[src/hdl/csoc_pkg.sv]
`timescale 1ns / 1ps

package csoc_pkg;

    // Default geometry
    localparam int CsocColumns = 240;
    localparam int CsocRows    = 160;

    // Width of the signed working values: 16-bit lines plus headroom
    localparam int YW = 18;

    // Command codes; code 3 is unused and ignored
    localparam logic [1:0] CmdClear  = 2'd0;
    localparam logic [1:0] CmdWall   = 2'd1;
    localparam logic [1:0] CmdPortal = 2'd2;

    typedef logic signed [YW-1:0] t_ys;

    typedef struct packed {
        logic [7:0]  start;
        logic [7:0]  stop;
        logic [15:0] color;
    } t_span;

    function automatic t_ys smax(input t_ys a, input t_ys b);
        return (a > b) ? a : b;
    endfunction

    function automatic t_ys smin(input t_ys a, input t_ys b);
        return (a < b) ? a : b;
    endfunction

endpackage

[src/hdl/csoc_bound_mem.sv]
`timescale 1ns / 1ps

module csoc_bound_mem #(
    parameter int COLUMNS = 240,
    parameter int ROWS    = 160,
    parameter int AW      = 8,
    parameter int BW      = 8
) (
    input  logic          i_clk,
    input  logic          i_rst_n,
    input  logic          i_clear,
    input  logic          i_rd_en,
    input  logic [AW-1:0] i_rd_addr,
    input  logic          i_wr_en,
    input  logic [AW-1:0] i_wr_addr,
    input  logic [BW-1:0] i_wr_top,
    input  logic [BW-1:0] i_wr_bot,
    output logic [BW-1:0] o_rd_top,
    output logic [BW-1:0] o_rd_bot
);

    logic [2*BW-1:0] r_mem [COLUMNS];
    logic [COLUMNS-1:0] r_valid;
    logic [2*BW-1:0] r_rd_data;
    logic            r_rd_valid;

    // Storage: write port and registered read port
    always_ff @(posedge i_clk) begin
        if (i_wr_en) begin
            r_mem[i_wr_addr] <= {i_wr_top, i_wr_bot};
        end
        if (i_rd_en) begin
            r_rd_data <= r_mem[i_rd_addr];
        end
    end

    // Entry valid bits: an invalid entry reads as the open window
    always_ff @(posedge i_clk) begin
        if (!i_rst_n || i_clear) begin
            r_valid    <= '0;
            r_rd_valid <= 1'b0;
        end else begin
            if (i_wr_en) begin
                r_valid[i_wr_addr] <= 1'b1;
            end
            if (i_rd_en) begin
                r_rd_valid <= r_valid[i_rd_addr];
            end
        end
    end

    assign o_rd_top = r_rd_valid ? r_rd_data[2*BW-1:BW] : '0;
    assign o_rd_bot = r_rd_valid ? r_rd_data[BW-1:0]    : BW'(ROWS);

endmodule

[src/hdl/csoc_span_calc.sv]
`timescale 1ns / 1ps

module csoc_span_calc #(
    parameter int ROWS = 160,
    parameter int BW   = 8
) (
    input  logic                 i_portal,
    input  logic [BW-1:0]        i_top,
    input  logic [BW-1:0]        i_bot,
    input  logic signed [15:0]   i_y0,
    input  logic signed [15:0]   i_y1,
    input  logic signed [15:0]   i_y2,
    input  logic signed [15:0]   i_y3,
    input  logic [15:0]          i_ceiling_color,
    input  logic [15:0]          i_wall_color,
    input  logic [15:0]          i_ground_color,
    output csoc_pkg::t_span      o_spans [4],
    output logic [3:0]           o_mask,
    output logic                 o_open,
    output logic [BW-1:0]        o_new_top,
    output logic [BW-1:0]        o_new_bot
);

    import csoc_pkg::*;

    localparam t_ys RowsS = YW'(ROWS);

    t_ys t, b, y0, y1, y2, y3, a, z, nt, nb;
    t_ys s [4];
    t_ys e [4];

    always_comb begin
        t  = YW'(i_top);
        b  = YW'(i_bot);
        y0 = YW'(i_y0);
        y1 = YW'(i_y1);
        y2 = YW'(i_y2);
        y3 = YW'(i_y3);
        a  = smax('0, y0);
        z  = smin(RowsS, y3);
        if (i_portal) begin
            s[0] = t;             e[0] = smin(y0, b);
            s[1] = smax(y0, t);   e[1] = smin(y1, b);
            s[2] = smax(y2, t);   e[2] = smin(y3, b);
            s[3] = smax(y3, t);   e[3] = b;
            nt = smax(t, smin(y1, RowsS));
            nb = smax('0, smin(b, y2));
        end else begin
            s[0] = t;             e[0] = smin(a, b);
            s[1] = smax(a, t);    e[1] = smin(z, b);
            s[2] = smax(z, t);    e[2] = b;
            s[3] = '0;            e[3] = '0;
            nt = b;
            nb = b;
        end
    end

    assign o_open    = (i_top < i_bot);
    assign o_new_top = nt[BW-1:0];
    assign o_new_bot = nb[BW-1:0];

    always_comb begin
        for (int k = 0; k < 4; k++) begin
            o_mask[k]         = o_open && (e[k] > s[k]);
            o_spans[k].start  = s[k][7:0];
            o_spans[k].stop   = e[k][7:0];
        end
        o_mask[3] = o_mask[3] && i_portal;
        o_spans[0].color = i_ceiling_color;
        o_spans[1].color = i_wall_color;
        o_spans[2].color = i_portal ? i_wall_color : i_ground_color;
        o_spans[3].color = i_ground_color;
    end

endmodule

[src/hdl/column_span_occlusion_clipper.sv]
`timescale 1ns / 1ps

// Channel   | Direction | Signals                                      | Handshake
// ----------+-----------+----------------------------------------------+-------------------------
// request   | in        | i_command, i_column, i_*_y, i_*_color        | start high, busy low
// span      | out       | o_span_column/start/end/color, o_last        | o_span_strobe, one cycle
// config    | in        | i_cfg_data (ceiling colour)                  | i_cfg_valid & o_cfg_ready
//
// A wall or portal request reads the bound memory, then clips and writes back, then
// emits its spans (0 to 4 of them) one after another.
// Clear, unused commands and columns beyond the screen leave the block idle.
// Clear drops the per-column valid bits at once, so no sweep follows reset or clear.
// Spans cannot be stalled: each sits on the ports for exactly one cycle.

module column_span_occlusion_clipper #(
    parameter int COLUMNS = csoc_pkg::CsocColumns,
    parameter int ROWS    = csoc_pkg::CsocRows
) (
    input  logic               i_clk,
    input  logic               i_rst_n,
    input  logic               start,
    output logic               busy,
    input  logic [1:0]         i_command,
    input  logic [7:0]         i_column,
    input  logic signed [15:0] i_top_line_y,
    input  logic signed [15:0] i_inner_top_y,
    input  logic signed [15:0] i_inner_bottom_y,
    input  logic signed [15:0] i_bottom_line_y,
    input  logic [15:0]        i_wall_color,
    input  logic [15:0]        i_ground_color,
    input  logic               i_cfg_valid,
    output logic               o_cfg_ready,
    input  logic [15:0]        i_cfg_data,
    output logic               o_span_strobe,
    output logic [7:0]         o_span_column,
    output logic [7:0]         o_span_start,
    output logic [7:0]         o_span_end,
    output logic [15:0]        o_span_color,
    output logic               o_last
);

    import csoc_pkg::*;

    localparam int AW = (COLUMNS > 1) ? $clog2(COLUMNS) : 1;
    localparam int BW = $clog2(ROWS + 1);

    localparam logic [1:0] S_IDLE = 2'd0;
    localparam logic [1:0] S_CALC = 2'd1;
    localparam logic [1:0] S_EMIT = 2'd2;

    logic [1:0]  r_state, n_state;
    logic [3:0]  r_mask, n_mask;
    logic [15:0] r_ceiling_color;

    // Held request payload
    logic               r_portal;
    logic [7:0]         r_column;
    logic signed [15:0] r_y0, r_y1, r_y2, r_y3;
    logic [15:0]        r_wall_color, r_ground_color;

    // Clipped spans of the current request
    t_span r_spans [4];

    // Output registers
    logic        r_strobe, n_strobe;
    logic        r_last, n_last;
    logic [7:0]  r_out_start, r_out_stop;
    logic [15:0] r_out_color;

    logic        accept, col_ok, draw_cmd, do_clear, do_read, do_write;
    logic [BW-1:0] rd_top, rd_bot, new_top, new_bot;
    t_span       calc_spans [4];
    logic [3:0]  calc_mask;
    logic        calc_open;
    logic [1:0]  pick;

    assign busy        = (r_state != S_IDLE);
    assign o_cfg_ready = 1'b1;
    assign accept      = start && !busy;
    assign col_ok      = ({24'd0, i_column} < 32'(COLUMNS));
    assign draw_cmd    = (i_command == CmdWall) || (i_command == CmdPortal);
    assign do_clear    = accept && (i_command == CmdClear);
    assign do_read     = accept && draw_cmd && col_ok;
    assign do_write    = (r_state == S_CALC) && calc_open;

    csoc_bound_mem #(
        .COLUMNS (COLUMNS),
        .ROWS    (ROWS),
        .AW      (AW),
        .BW      (BW)
    ) u_mem (
        .i_clk     (i_clk),
        .i_rst_n   (i_rst_n),
        .i_clear   (do_clear),
        .i_rd_en   (do_read),
        .i_rd_addr (AW'(i_column)),
        .i_wr_en   (do_write),
        .i_wr_addr (AW'(r_column)),
        .i_wr_top  (new_top),
        .i_wr_bot  (new_bot),
        .o_rd_top  (rd_top),
        .o_rd_bot  (rd_bot)
    );

    csoc_span_calc #(
        .ROWS (ROWS),
        .BW   (BW)
    ) u_calc (
        .i_portal        (r_portal),
        .i_top           (rd_top),
        .i_bot           (rd_bot),
        .i_y0            (r_y0),
        .i_y1            (r_y1),
        .i_y2            (r_y2),
        .i_y3            (r_y3),
        .i_ceiling_color (r_ceiling_color),
        .i_wall_color    (r_wall_color),
        .i_ground_color  (r_ground_color),
        .o_spans         (calc_spans),
        .o_mask          (calc_mask),
        .o_open          (calc_open),
        .o_new_top       (new_top),
        .o_new_bot       (new_bot)
    );

    // Lowest pending span goes out first: spans run top to bottom
    always_comb begin
        if (r_mask[0]) begin
            pick = 2'd0;
        end else if (r_mask[1]) begin
            pick = 2'd1;
        end else if (r_mask[2]) begin
            pick = 2'd2;
        end else begin
            pick = 2'd3;
        end
    end

    // Sequencer: read, clip and write back, then emit spans
    always_comb begin
        n_state  = r_state;
        n_mask   = r_mask;
        n_strobe = 1'b0;
        n_last   = 1'b0;
        unique case (r_state)
            S_IDLE: begin
                if (do_read) begin
                    n_state = S_CALC;
                end
            end
            S_CALC: begin
                n_mask  = calc_mask;
                n_state = (calc_mask != 4'd0) ? S_EMIT : S_IDLE;
            end
            S_EMIT: begin
                n_mask    = r_mask & ~(4'd1 << pick);
                n_strobe  = 1'b1;
                n_last    = (n_mask == 4'd0);
                if (n_mask == 4'd0) begin
                    n_state = S_IDLE;
                end
            end
            default: begin
                n_state = S_IDLE;
                n_mask  = '0;
            end
        endcase
    end

    always_ff @(posedge i_clk) begin
        if (!i_rst_n) begin
            r_state         <= S_IDLE;
            r_mask          <= '0;
            r_strobe        <= 1'b0;
            r_last          <= 1'b0;
            r_ceiling_color <= '0;
        end else begin
            r_state  <= n_state;
            r_mask   <= n_mask;
            r_strobe <= n_strobe;
            r_last   <= n_last;
            if (i_cfg_valid && o_cfg_ready) begin
                r_ceiling_color <= i_cfg_data;
            end
        end
    end

    // Payload: hold the request, latch clipped spans, advance the output
    always_ff @(posedge i_clk) begin
        if (accept) begin
            r_portal       <= (i_command == CmdPortal);
            r_column       <= i_column;
            r_y0           <= i_top_line_y;
            r_y1           <= i_inner_top_y;
            r_y2           <= i_inner_bottom_y;
            r_y3           <= i_bottom_line_y;
            r_wall_color   <= i_wall_color;
            r_ground_color <= i_ground_color;
        end
        if (r_state == S_CALC) begin
            r_spans <= calc_spans;
        end
        if (r_state == S_EMIT) begin
            r_out_start <= r_spans[pick].start;
            r_out_stop  <= r_spans[pick].stop;
            r_out_color <= r_spans[pick].color;
        end
    end

    assign o_span_strobe = r_strobe;
    assign o_span_column = r_column;
    assign o_span_start  = r_out_start;
    assign o_span_end    = r_out_stop;
    assign o_span_color  = r_out_color;
    assign o_last        = r_last;

    // Spans come only from the emit state
    a_strobe_from_emit: assert property (@(posedge i_clk) disable iff (!i_rst_n)
        o_span_strobe |-> $past(r_state) == S_EMIT)
        else $error("span strobe without emit state");

    // Spans of one request leave on consecutive cycles until the last
    a_spans_contiguous: assert property (@(posedge i_clk) disable iff (!i_rst_n)
        (o_span_strobe && !o_last) |=> o_span_strobe)
        else $error("gap inside a span group");

    // An idle block has nothing pending
    a_idle_empty: assert property (@(posedge i_clk) disable iff (!i_rst_n)
        (r_state == S_IDLE) |-> (r_mask == 4'd0))
        else $error("pending spans while idle");

    // A drawable request always moves on to the clip cycle
    a_read_then_calc: assert property (@(posedge i_clk) disable iff (!i_rst_n)
        do_read |=> (r_state == S_CALC))
        else $error("accepted column not clipped");

endmodule
[config.mk]
export PLATFORM = sky130hd
export DESIGN_NAME = column_span_occlusion_clipper
export DESIGN_NICKNAME = d
export VERILOG_FILES = /design/src/hdl/csoc_pkg.sv /design/src/hdl/csoc_bound_mem.sv /design/src/hdl/csoc_span_calc.sv /design/src/hdl/column_span_occlusion_clipper.sv
export SDC_FILE = /design/constraint.sdc
export NUM_CORES = 2
export LEC_CHECK = 0
export BUFFER_PORTS_ARGS = -buffer_cell sky130_fd_sc_hd__buf_2
export CAP_MARGIN = 20
export CORE_AREA = 2 2 658 660
export DETAILED_ROUTE_END_ITERATION = 16
export DIE_AREA = 0 0 660 662
export PLACE_DENSITY = 0.62
export SLEW_MARGIN = 20
export SYNTH_ARGS = -nofsm -noshare
export SYNTH_HDL_FRONTEND = slang
export SYNTH_SLANG_ARGS = --single-unit
export TNS_END_PERCENT = 50
[constraint.sdc]
create_clock -name i_clk -period 32.7 [get_ports i_clk]
set_clock_uncertainty 0.1 [all_clocks]
set_input_delay 0 -clock i_clk [delete_from_list [all_inputs] [get_ports i_clk]]
set_output_delay 0 -clock i_clk [all_outputs]
set_load 0.01 [all_outputs]
==> results_dict.tcl <==
set metrics [dict create \
    status "complete, no violations" \
    min_period_over_period_pct 25.78 \
    p_switching_mw 2.677 \
    async_reset_ff_share_pct 0 \
    setup_tns_ps 0 \
    cts-root-buf "clkbuf_16" \
    area_growth_pct 15.49 \
    grt_first_pass_wirelength_um 667400 \
    yosys.area.top_type "edfxtp_1" \
    fin_cells 15395 \
    ys.flop_type "edfxtp_1" \
    ant_nets 0 \
    rsz0062_at_grt "no" \
    path_clk_slew_ps 60 \
    yosysMostFrequentCell "edfxtp_1" \
    netlist_area_um2 171400 \
    core_area_um2 429700 \
    hp-class "input pin to flip-flop" \
    end_kind "flip-flop" \
    clock-sinks 4386 \
    clock_latency_ps 1020 \
    syn_area_per_cell_um2 20.10 \
    p_seq_share_pct 52.6 \
    io_buffers 168 \
    die_w_um 660 \
    comb_power_share_pct 6.6 \
    critPathKind "flip-flop to flip-flop" \
    first_pass_iters 6 \
    post_drt_wl_per_cell_um 30.49 \
    yosysSeqAreaShare_pct 75.30 \
    min_period_ps 8429 \
    final_nets 9590 \
    antenna_found_initial 11 \
    grt_pass1_vias 90319 \
    place_hpwl_um 278400 \
    synthCells 8525 \
    yosysUniqueCellTypes 74 \
    drtIter0Drc 11198 \
    cts_setup_buffers 0 \
    ys.warnings.count 0 \
    cts_buffer_depth 4 \
    synth-seq-cells 4386 \
    track_usage_pct 21.10 \
    setup_viol 0 \
    max_freq_mhz 118.6 \
    critPathLaunchType "flip-flop" \
    vdd_drop_max_mv 0.05726 \
    synth_edf_count 4121 \
    drc 0 \
    max_slew_margin_pct 22.61 \
    die_h_um 662 \
    synth_area_leaders "edfxtp_1 (72%), mux4_2 (14%), dfxtp_1 (3.1%)" \
    setup_slack_ps 24270 \
    p_per_area_nw_per_um2 60.32 \
    p_leak_nw 63.39 \
    drive_above_1_share_pct 25.11 \
    cap_violations 0 \
    p_int_mw 9.263 \
    worst-path-max-fanout 17 \
    synth_top_area_share_pct 72.20 \
    placed_cells_incl_taps 14311 \
    cp.required_ps 33400 \
    clockPowerShare_pct 40.8 \
    cp.arrival_ps 9120 \
    wirelength_um 469400 \
    gp_congestion 0.8786 \
    h-tree-depth 5 \
    slew_violations 0 \
    tightest_slew_ps 1161 \
    initial_core_util_pct 39.89 \
    grt-ovfl-total 0 \
    netSwitchingFraction_pct 22.42 \
    dp_worst_setup_slack_ps 24430 \
    final_hold_viol_count 0 \
    tritoncts.num_buffers 429 \
    synth_common_cells "edfxtp_1 (4121), mux4_2 (1044), nor2_1 (471)" \
    die_area_um2 436900 \
    cts-resized-gates 0 \
    ios 170 \
    grt_max_degree 240 \
    cts-hold-fix-buffers 268 \
    routed-via-count 89942 \
    cts_tree "yes" \
    rows 241 \
    vias_per_cell 5.842 \
]
==> logic make-up (layout without fill, tap and decap cells) <==
logic type	after synthesis	after routing	share of synthesized area, %
buf+inv	550	1695	1.372
compound gates	1246	1246	5.083
other cells	2	17	0.004382
mux	1187	1187	14.57
xor+xnor	1	1	0.005111
fa+ha+maj	159	159	1.156
simple gates	994	994	2.507
flops	4386	4386	75.30
==> worst paths after layout <==
path                           start           to  slack [ps]  cells after the start
setup / recovery            r_y3[12]   r_state[1]       24270                     25
hold / removal               i_rst_n    r_mask[0]          90                      5
setup reg to reg            r_y3[12]   r_state[1]       24270                     25
hold reg to reg   r_ceiling_color[2]  r_spans[98]         330                      0
==> registers in the layout, summed over array words and instances (netlist names), 8 cells and up <==
| signal | cells |
|---|---|
| r_wall_color | 16 |
| r_ceiling_color | 16 |
| o_span_color | 16 |
| r_y2 | 16 |
| u_mem.r_valid | 240 |
| r_ground_color | 16 |
| r_y0 | 16 |
| o_span_column | 8 |
| r_spans | 128 |
| o_span_end | 8 |
| u_mem.r_rd_data | 16 |
| u_mem.r_mem | 3840 |
| o_span_start | 8 |
| r_y3 | 16 |
| r_y1 | 16 |
==> cell usage in the layout (no fill, tap or decap), types with 34 or more instances in the layout <==
cell type / netlist / final
edfxtp_1: 4121 / 4121
o21ai_0: 172 / 172
clkinv_2: 0 / 75
a22o_1: 58 / 58
dfxtp_1: 265 / 262
a22oi_1: 285 / 285
a21oi_1: 239 / 238
buf_2: 134 / 163
nor2b_1: 49 / 47
o22ai_1: 42 / 34
clkbuf_1: 297 / 107
inv_1: 52 / 52
nor2_2: 2 / 91
a221oi_1: 82 / 82
nor2_1: 471 / 368
nor3_1: 52 / 52
o21a_1: 188 / 188
dlygate4sd3_1: 0 / 268
mux4_2: 1044 / 1044
clkbuf_16: 0 / 435
ha_1: 156 / 154
mux2i_1: 118 / 118
nand2_1: 296 / 295
clkinv_1: 1 / 80
nand2b_1: 36 / 35
buf_4: 24 / 378
a221o_1: 34 / 34
==> layer usage <==
metal / share of wire, % / global-route usage, % / vias to the layer above
li1: - / - / 37005
met1: 40 / 28.26 / 48100
met2: 49 / 34.97 / 4013
met3: 7.3 / 3.093 / 822
met4: 4.2 / 8.161 / 2
met5: 0.0028 / 0 / -
==> power groups by stage <==
stage | Sequential [mW] | Combinational (mW) | Clock, mW
2_1_floorplan | 6.47 | 0.446 | 0
4_1_cts | 6.28 | 0.789 | 4.94
3_3_place_gp | 6.40 | 0.742 | 0
3_5_place_dp | 6.40 | 0.760 | 0
5_1_grt | 6.28 | 0.841 | 5.15
6_report | 6.28 | 0.789 | 4.87
==> critical path: stages, from the launching register on <==
cell and delay (ps):
edfxtp_1 450, or4_1 570, nor4_1 640, nor2b_1 300, nand2_1 100, ha_1 470, nor2b_1 430, ha_1 310
a21o_1 160, a21oi_1 140, o21ai_0 120, maj3_1 400, a2111oi_0 450, nor3_1 120, ha_1 670, nor2_1 250
a32o_1 330, ha_1 280, and2_0 160, a221o_1 300, a221oi_1 320, o21ai_0 140, a211o_1 310, o211a_1 120
o21a_1 220, o41a_1 410
==> per-stage QoR <==
step                instance area [µm²]  hold WS, ps  total power, mW  utilization (%)
CTS                              197700        18.67            12.01            46.00
floorplan                        171400       -1.131            6.920                -
global placement                 181000        79.52            7.140            42.13
detailed placement               181100        78.09            7.160            42.15
finish                           197900        94.78            11.94            46.06
global route                     197900        128.7            12.28            46.06
==> cell type report <==
cell class                 instances  area (µm²)
fill                           35500      231800
multi-input combinational       3590       40600
timing repair buffer             847        7038
inverter                          54       203.9
antenna                           14       35.03
clock inverter                   223        2162
clock buffer                     571       11690
tap                             5710        7144
sequential                      4386      129100
(Power assumes the default switching activity.)
